--- config.mk ---
export PLATFORM = sky130hd
export DESIGN_NAME = moving_average_anomaly_counter_core
export DESIGN_NICKNAME = d
export VERILOG_FILES = /design/src/hw/rtl/mavg_pkg.sv /design/src/hw/rtl/mavg_cell.sv /design/src/hw/rtl/mavg_eval.sv /design/src/hw/rtl/moving_average_anomaly_counter_core.sv
export SDC_FILE = /design/constraint.sdc
export NUM_CORES = 1
export LEC_CHECK = 0
export ABC_AREA = 1
export BUFFER_PORTS_ARGS = -buffer_cell sky130_fd_sc_hd__buf_4
export CAP_MARGIN = 30
export CORE_ASPECT_RATIO = 1.5
export CORE_MARGIN = 3
export CORE_UTILIZATION = 54
export CTS_BUF_LIST = sky130_fd_sc_hd__clkbuf_4 sky130_fd_sc_hd__clkbuf_8 sky130_fd_sc_hd__clkbuf_16
export CTS_CLUSTER_DIAMETER = 50
export DETAILED_ROUTE_END_ITERATION = 10
export HOLD_SLACK_MARGIN = 0.06
export PLACE_DENSITY = 0.72
export SYNTH_ARGS = -nofsm -noshare
export SYNTH_HDL_FRONTEND = slang
export SYNTH_SLANG_ARGS = --single-unit
export TNS_END_PERCENT = 100
--- constraint.sdc ---
create_clock -name clk -period 6.56 [get_ports clk]
set_input_delay 0 -clock clk [delete_from_list [all_inputs] [get_ports clk]]
set_output_delay 0 -clock clk [all_outputs]
set_load 0.01 [all_outputs]
--- src/hw/rtl/mavg_pkg.sv ---
package mavg_pkg;

	localparam int SAMPLE_W   = 16;
	localparam int THR_W      = 15;
	localparam int TALLY_W    = 16;
	localparam int WINDOW_DEF = 7;
	localparam int ADDR_W     = 3;
	localparam int DATA_W     = 32;

	localparam logic [THR_W-1:0] THR_RESET = THR_W'(1280);

	typedef enum logic {
		REG_THRESHOLD = 1'b0
	} reg_index_t;

	typedef struct packed {
		logic mean_valid;
		logic last;
	} item_ctl_t;

endpackage

--- src/hw/rtl/mavg_cell.sv ---
module mavg_cell (
	input  logic                                 clk,
	input  logic                                 arst_n,
	input  logic                                 shift_en,
	input  logic                                 clear,
	input  logic signed [mavg_pkg::SAMPLE_W-1:0] din,
	input  logic                                 occ_in,
	output logic signed [mavg_pkg::SAMPLE_W-1:0] dout,
	output logic                                 occ_out
);

	logic signed [mavg_pkg::SAMPLE_W-1:0] data_q;
	logic                                 occ_q;

	always_ff @(posedge clk) begin
		if (shift_en) begin
			data_q <= din;
		end
	end

	always_ff @(posedge clk or negedge arst_n) begin
		if (!arst_n) begin
			occ_q <= 1'b0;
		end else if (shift_en) begin
			occ_q <= clear ? 1'b0 : occ_in;
		end
	end

	assign dout    = data_q;
	assign occ_out = occ_q;

endmodule

--- src/hw/rtl/mavg_eval.sv ---
module mavg_eval #(
	parameter int WINDOW = mavg_pkg::WINDOW_DEF,
	parameter int SUM_W  = mavg_pkg::SAMPLE_W + $clog2(WINDOW)
) (
	input  logic                                 clk,
	input  logic                                 arst_n,
	input  logic                                 in_vld,
	output logic                                 in_rdy,
	input  logic signed [mavg_pkg::SAMPLE_W-1:0] sample_in,
	input  logic signed [SUM_W-1:0]              total_in,
	input  mavg_pkg::item_ctl_t                  ctl_in,
	input  logic [mavg_pkg::THR_W-1:0]           threshold,
	output logic                                 out_valid,
	input  logic                                 out_ready,
	output logic signed [mavg_pkg::SAMPLE_W-1:0] window_mean,
	output logic                                 mean_valid,
	output logic                                 anomaly,
	output logic [mavg_pkg::TALLY_W-1:0]         anomaly_total,
	output logic                                 set_done
);

	localparam int DEV_W   = SUM_W + 1;
	localparam int SH      = SUM_W + $clog2(WINDOW);
	localparam int RECIP_W = SUM_W + 1;
	localparam int PROD_W  = SUM_W + RECIP_W;
	localparam int RECIP   = ((1 << SH) + WINDOW - 1) / WINDOW;

	localparam logic signed [DEV_W-1:0] WIN_S   = DEV_W'(WINDOW);
	localparam logic [DEV_W-1:0]        WIN_U   = DEV_W'(WINDOW);
	localparam logic [RECIP_W-1:0]      RECIP_U = RECIP_W'(RECIP);

	logic                          adv2;
	logic                          adv3;
	logic signed [DEV_W-1:0]       scaled;
	logic signed [DEV_W-1:0]       dev;
	logic [DEV_W-1:0]              dev_abs;
	logic [DEV_W-1:0]              limit;
	logic                          neg;
	logic [SUM_W-1:0]              total_abs;
	logic                          anom;
	logic [mavg_pkg::TALLY_W-1:0]  tally_nxt;
	logic [mavg_pkg::SAMPLE_W-1:0] quot;

	logic                          vld_s2;
	logic [PROD_W-1:0]             prod_s2;
	logic                          neg_s2;
	mavg_pkg::item_ctl_t           ctl_s2;
	logic                          anom_s2;
	logic [mavg_pkg::TALLY_W-1:0]  tally_s2;
	logic [mavg_pkg::TALLY_W-1:0]  tally_q;

	logic                                 vld_s3;
	logic signed [mavg_pkg::SAMPLE_W-1:0] mean_s3;
	logic                                 mean_valid_s3;
	logic                                 anom_s3;
	logic [mavg_pkg::TALLY_W-1:0]         tally_s3;
	logic                                 last_s3;

	assign adv3   = !vld_s3 || out_ready;
	assign adv2   = !vld_s2 || adv3;
	assign in_rdy = adv2;

	always_comb begin
		scaled    = DEV_W'(sample_in) * WIN_S;
		dev       = scaled - DEV_W'(total_in);
		dev_abs   = dev[DEV_W-1] ? DEV_W'(-dev) : DEV_W'(dev);
		limit     = DEV_W'(threshold) * WIN_U;
		neg       = total_in[SUM_W-1];
		total_abs = neg ? SUM_W'(-total_in) : SUM_W'(total_in);
		anom      = ctl_in.mean_valid && (dev_abs > limit);
		tally_nxt = (anom && (tally_q != '1)) ? tally_q + 1'b1 : tally_q;
		quot      = prod_s2[SH +: mavg_pkg::SAMPLE_W];
	end

	always_ff @(posedge clk or negedge arst_n) begin
		if (!arst_n) begin
			vld_s2  <= 1'b0;
			vld_s3  <= 1'b0;
			tally_q <= '0;
		end else begin
			if (adv2) begin
				vld_s2 <= in_vld;
			end
			if (adv3) begin
				vld_s3 <= vld_s2;
			end
			if (in_vld && adv2) begin
				tally_q <= ctl_in.last ? '0 : tally_nxt;
			end
		end
	end

	always_ff @(posedge clk) begin
		if (in_vld && adv2) begin
			prod_s2  <= PROD_W'(total_abs) * PROD_W'(RECIP_U);
			neg_s2   <= neg;
			ctl_s2   <= ctl_in;
			anom_s2  <= anom;
			tally_s2 <= tally_nxt;
		end
		if (vld_s2 && adv3) begin
			if (!ctl_s2.mean_valid) begin
				mean_s3 <= '0;
			end else begin
				mean_s3 <= neg_s2 ? -$signed(quot) : $signed(quot);
			end
			mean_valid_s3 <= ctl_s2.mean_valid;
			anom_s3       <= anom_s2;
			tally_s3      <= tally_s2;
			last_s3       <= ctl_s2.last;
		end
	end

	assign out_valid     = vld_s3;
	assign window_mean   = mean_s3;
	assign mean_valid    = mean_valid_s3;
	assign anomaly       = anom_s3;
	assign anomaly_total = tally_s3;
	assign set_done      = last_s3;

endmodule

--- src/hw/rtl/moving_average_anomaly_counter_core.sv ---
// Channel   Direction  Handshake             Payload
// input     in         in_valid / in_ready   sample, end_of_set
// output    out        out_valid / out_ready window_mean, mean_valid, anomaly,
//                                            anomaly_total, set_done
// config    in         APB, pready high      deviation_threshold at byte 0
//
// One item is accepted per cycle unless out_ready stalls; results pass s1, s2, s3.
// The rate is set by the running-sum update at intake, which shifts the sample cells.
// Stages hold items while the next is full and held; bubbles fill under a stall.
// Reset clears the sum, the tally, the cell occupancy and all valid bits at once.
module moving_average_anomaly_counter_core #(
	parameter int WINDOW = mavg_pkg::WINDOW_DEF
) (
	input  logic                                 clk,
	input  logic                                 arst_n,
	input  logic                                 psel,
	input  logic                                 penable,
	input  logic                                 pwrite,
	input  logic [mavg_pkg::ADDR_W-1:0]          paddr,
	input  logic [mavg_pkg::DATA_W-1:0]          pwdata,
	output logic [mavg_pkg::DATA_W-1:0]          prdata,
	output logic                                 pready,
	input  logic                                 in_valid,
	output logic                                 in_ready,
	input  logic signed [mavg_pkg::SAMPLE_W-1:0] sample,
	input  logic                                 end_of_set,
	output logic                                 out_valid,
	input  logic                                 out_ready,
	output logic signed [mavg_pkg::SAMPLE_W-1:0] window_mean,
	output logic                                 mean_valid,
	output logic                                 anomaly,
	output logic [mavg_pkg::TALLY_W-1:0]         anomaly_total,
	output logic                                 set_done
);

	localparam int SUM_W = mavg_pkg::SAMPLE_W + $clog2(WINDOW);

	logic signed [mavg_pkg::SAMPLE_W-1:0] cell_data [WINDOW];
	logic                                 cell_occ  [WINDOW];

	logic [mavg_pkg::THR_W-1:0] thr_q;
	logic                       reg_sel;
	logic                       shift;
	logic                       adv1;
	logic                       eval_rdy;
	logic signed [SUM_W-1:0]    oldest;
	logic signed [SUM_W-1:0]    new_total;
	logic signed [SUM_W-1:0]    total_q;

	logic                                 vld_s1;
	logic signed [mavg_pkg::SAMPLE_W-1:0] sample_s1;
	logic signed [SUM_W-1:0]              total_s1;
	mavg_pkg::item_ctl_t                  ctl_s1;

	assign pready  = 1'b1;
	assign reg_sel = (paddr[2] == mavg_pkg::REG_THRESHOLD);
	assign prdata  = reg_sel ? mavg_pkg::DATA_W'(thr_q) : '0;

	always_ff @(posedge clk or negedge arst_n) begin
		if (!arst_n) begin
			thr_q <= mavg_pkg::THR_RESET;
		end else if (psel && penable && pwrite && pready && reg_sel) begin
			thr_q <= pwdata[mavg_pkg::THR_W-1:0];
		end
	end

	assign adv1     = !vld_s1 || eval_rdy;
	assign in_ready = adv1;
	assign shift    = in_valid && adv1;

	for (genvar i = 0; i < WINDOW; i++) begin : g_cell
		if (i == 0) begin : g_head
			mavg_cell u_cell (
				.clk      (clk),
				.arst_n   (arst_n),
				.shift_en (shift),
				.clear    (end_of_set),
				.din      (sample),
				.occ_in   (1'b1),
				.dout     (cell_data[i]),
				.occ_out  (cell_occ[i])
			);
		end else begin : g_body
			mavg_cell u_cell (
				.clk      (clk),
				.arst_n   (arst_n),
				.shift_en (shift),
				.clear    (end_of_set),
				.din      (cell_data[i-1]),
				.occ_in   (cell_occ[i-1]),
				.dout     (cell_data[i]),
				.occ_out  (cell_occ[i])
			);
		end
	end

	always_comb begin
		oldest    = cell_occ[WINDOW-1] ? SUM_W'(cell_data[WINDOW-1]) : '0;
		new_total = total_q - oldest + SUM_W'(sample);
	end

	always_ff @(posedge clk or negedge arst_n) begin
		if (!arst_n) begin
			total_q <= '0;
			vld_s1  <= 1'b0;
		end else begin
			if (shift) begin
				total_q <= end_of_set ? '0 : new_total;
			end
			if (adv1) begin
				vld_s1 <= in_valid;
			end
		end
	end

	always_ff @(posedge clk) begin
		if (shift) begin
			sample_s1         <= sample;
			total_s1          <= new_total;
			ctl_s1.mean_valid <= cell_occ[WINDOW-2];
			ctl_s1.last       <= end_of_set;
		end
	end

	mavg_eval #(
		.WINDOW (WINDOW),
		.SUM_W  (SUM_W)
	) u_eval (
		.clk           (clk),
		.arst_n        (arst_n),
		.in_vld        (vld_s1),
		.in_rdy        (eval_rdy),
		.sample_in     (sample_s1),
		.total_in      (total_s1),
		.ctl_in        (ctl_s1),
		.threshold     (thr_q),
		.out_valid     (out_valid),
		.out_ready     (out_ready),
		.window_mean   (window_mean),
		.mean_valid    (mean_valid),
		.anomaly       (anomaly),
		.anomaly_total (anomaly_total),
		.set_done      (set_done)
	);

endmodule

==> flow_summary.toml <==
[status]
status = "complete, no violations"

[worst_setup_path]
worst_path_max_delay_cell = "fa_2"
crit_path_start_kind = "flop"
crit_fanout = 4
critical_path.max_stage_delay_ns = 0.58
worst-path-buf-inv = 8
crit_arrival_ns = 6.72
critPathRequiredTime_ns = 6.89
cp_top_family = "adder cells"
critical_path_class = "reg -> reg"
path_common_cell = "inv_1"
cp-end-kind = "flop"

[routing]
firstDrtPassIters = 5
drc = 0
drt_iter0_markers = 779
dr_total_vias = 15400
wire_per_inst_um = 16.3
antenna_left = 0
avgViaCountPerCell = 5.23
wl_mm = 47.9

[cells_and_area]
multi_input_area_um2 = 11200
antenna_cells = 0
nNetsFinal = 2858
area_growth_pct = 16.4
drive_gt1_share_pct = 13.4
fill_cells = 3066
seq_area_um2 = 7630

[sta]
fmax_ghz = 0.156
hold_viol_final = 0
grt_setup_unrepaired = "true"
setup_viol = 0
maxSlewHeadroom_pct = 47.2
fin_skew_ns = 0.0252
drv_slew = 0
fin_crit_ns = 6.39
worstMarginPinSlew_ns = 0.792
tns_ns = 0
period_share_pct = 97.5

[cts]
clock_tree.buffer_depth = 3
clk_latency_ns = 0.59
cts_inserted_buffers = 29
cts-root-buf = "clkbuf_16"
clkSlewWorstSetupHoldPaths_ns = 0.06
cts.sinks = 264
cts_tree = "done"
h-tree-depth = 1

[logic_synthesis]
synth_top_area_cell = "edfxtp_1"
synth.area.top_cells = "edfxtp_1 30%, ha_1 14%, fa_1 13%, inv_1 9.0%, nand2_1 7.0%"
synth_compound_area_share_pct = 6.22
async_reset_ff_share_pct = 22.7
synth-adder-area-share_pct = 26.9
ys_warn_count = 0
seq_area_frac_synth_pct = 36.9
synth_area_um2 = 20700
synthXorXnorAreaFrac_pct = 4.24
synth_top_family_by_area = "adder cells"
yosys.area.top_type_share_pct = 29.6
yosys.area_share.simple_pct = 15.3
synth_edf_count = 204
synthCells = 2235
yosys_most_used_dff = "edfxtp_1"
synth_cell_type_count = 51
synthMuxAreaShare_pct = 0
ys_seq_elements = 264
avgSynthCellArea_um2 = 9.25

[die]
rows = 87
dieArea_um2 = 40700
die_w_um = 166
start_util_pct = 54.9
coreArea_um2 = 37700
ios = 129
die_h_um = 246

[grt]
globalRouteOverflowTotal = 0
grt_start_max_net_pins = 67
track_usage_pct = 23.5
grt_pass1_vias = 16100
antenna_found_initial = 0
grt_pass1_wl_mm = 77.8

[placed_design]
place_congestion = 0.939
dp.final_hpwl_mm = 37.8
port_buffers = 91

[hold_path]
hold_class = "in -> reg"

[job]
cap_viol_max_count = 0
[placed cells by master, fill, tap and decap left out, types with 7 or more instances in the layout]
master         netlist  final
nor3_2               1      7
edfxtp_1           204    204
nor2_2               9     12
xnor2_1             19     19
conb_1               2     18
nand3_1             63     60
nor2_1             123    119
a31oi_1             13     10
o22ai_1              8      8
buf_4               19    152
xor2_1              81     79
clkbuf_16            0     29
o21ai_0             69     64
ha_1               235    223
dlygate4sd3_1        0     36
nor3_1              35     29
nand2_2             30     34
ha_4                 0      7
fa_1               131    129
nand2_1            388    383
inv_2                6     12
dfrtp_1             58     58
inv_1              497    490
nand4_1             33     33
a21oi_1            124    118
[worst register-to-register path, delay by kind of cell, from the launching register on]
kind / cells / cell delay, ns
AOI/OAI and AO/OA: 4 / 0.60
DFF: 1 / 0.40
buffers and inverters: 8 / 0.79
adders and majority gates: 8 / 2.99
and+or+nand+nor: 7 / 1.23
xor gates and xnor gates: 1 / 0.13
[area by class of cell]
class                           count  share of cell area, %
Clock inverter                     16                   1.13
Sequential cell                   264                   31.7
Timing Repair Buffer              193                   6.65
Inverter                          504                   7.89
Clock buffer                       37                   3.35
Multi-Input combinational cell   1441                   46.7
Tap cell                          489                   2.54
[routing by layer]
layer / global-route usage [%] / vias to the layer above / wire [um]
met1: 25.2 / 7355 / 17700
li1: - / 7517 / -
met4: 12.8 / 0 / 3040
met2: 45.1 / 366 / 25600
met5: 0 / - / 0
met3: 2.40 / 166 / 1580
[cells in the mapped netlist, drive strengths merged, types with 13 or more instances]
| cell | number |
|---|---|
| nand4 | 34 |
| ha | 235 |
| nand2 | 418 |
| a31oi | 13 |
| nand3 | 68 |
| inv | 503 |
| edfxtp | 204 |
| o21ai | 69 |
| xnor2 | 19 |
| clkbuf | 15 |
| a21oi | 125 |
| buf | 27 |
| fa | 131 |
| nor3 | 36 |
| xor2 | 81 |
| nor2 | 135 |
| dfrtp | 58 |
[state kept, by name, summed over array words and instances (netlist names)]
name,cells
u_eval.out_valid,1
g_cell.g_body.u_cell.occ_out,6
u_eval.prod_s2,16
u_eval.anomaly,1
u_eval.ctl_s2,2
u_eval.tally_q,16
u_eval.vld_s2,1
u_eval.anom_s2,1
g_cell.g_head.u_cell.occ_out,1
u_eval.window_mean,16
ctl_s1,2
u_eval.set_done,1
thr_q,15
total_s1,19
u_eval.neg_s2,1
vld_s1,1
u_eval.mean_valid,1
u_eval.anomaly_total,16
u_eval.tally_s2,16
sample_s1,16
total_q,19
g_cell.g_body.u_cell.dout,96
[kinds of logic (layout without fill, tap and decap cells)]
group / Yosys count / count (layout)
flops: 264 / 264
other cells: 2 / 18
simple gates: 719 / 719
fa+ha+maj: 366 / 366
xor+xnor: 100 / 100
compound gates: 238 / 238
buf+inv: 546 / 750
[final timing paths]
check / from / cells past startpoint / slack (ns) / to
setup / recovery: total_s1[0]$_DFFE_PP_ / 28 / 0.17 / u_eval.prod_s2[29]$_DFFE_PP_
hold / removal: pwrite / 3 / 0.10 / thr_q[3]$_DFFE_PN0P_
setup reg to reg: total_s1[0]$_DFFE_PP_ / 28 / 0.17 / u_eval.prod_s2[29]$_DFFE_PP_
hold reg to reg: g_cell[4].g_body.u_cell.dout[11]$_DFFE_PP_ / 0 / 0.41 / g_cell[5].g_body.u_cell.dout[11]$_DFFE_PP_
max in group asynchronous: arst_n / 4 / 5.69 / thr_q[10]$_DFFE_PN1P_
min in group asynchronous: arst_n / 4 / 0.53 / u_eval.tally_q[0]$_DFFE_PN0P_
[timing repair]
| item | CTS | global route |
|---|---|---|
| endpoints found under the setup margin | 1 | 20 |
| hold buffers | 35 | 1 |
| setup buffers | 0 | 8 |
| resized for setup | 2 | 60 |
| hold endpoints to repair | 122 | 58 |
| pin swaps | 1 | 33 |
[metrics by stage]
stage	setup slack [ns]	utilization, %	std cells	area [um2]	hold slack [ns]
2_1_floorplan	0.163	-	2251	20700	-0.296
4_1_cts	0.0338	62.9	2934	23700	0.0804
6_report	0.165	63.9	2944	24100	0.101
3_5_place_dp	-0.0252	59.1	2846	22300	0.183
3_3_place_gp	0.178	58.9	2842	22200	0.174
5_1_grt	-0.112	63.9	2944	24100	0.135
Power is left out: the tool's default activity adds up to more than one toggle a clock period on the data nets, which glitch-free logic cannot reach.
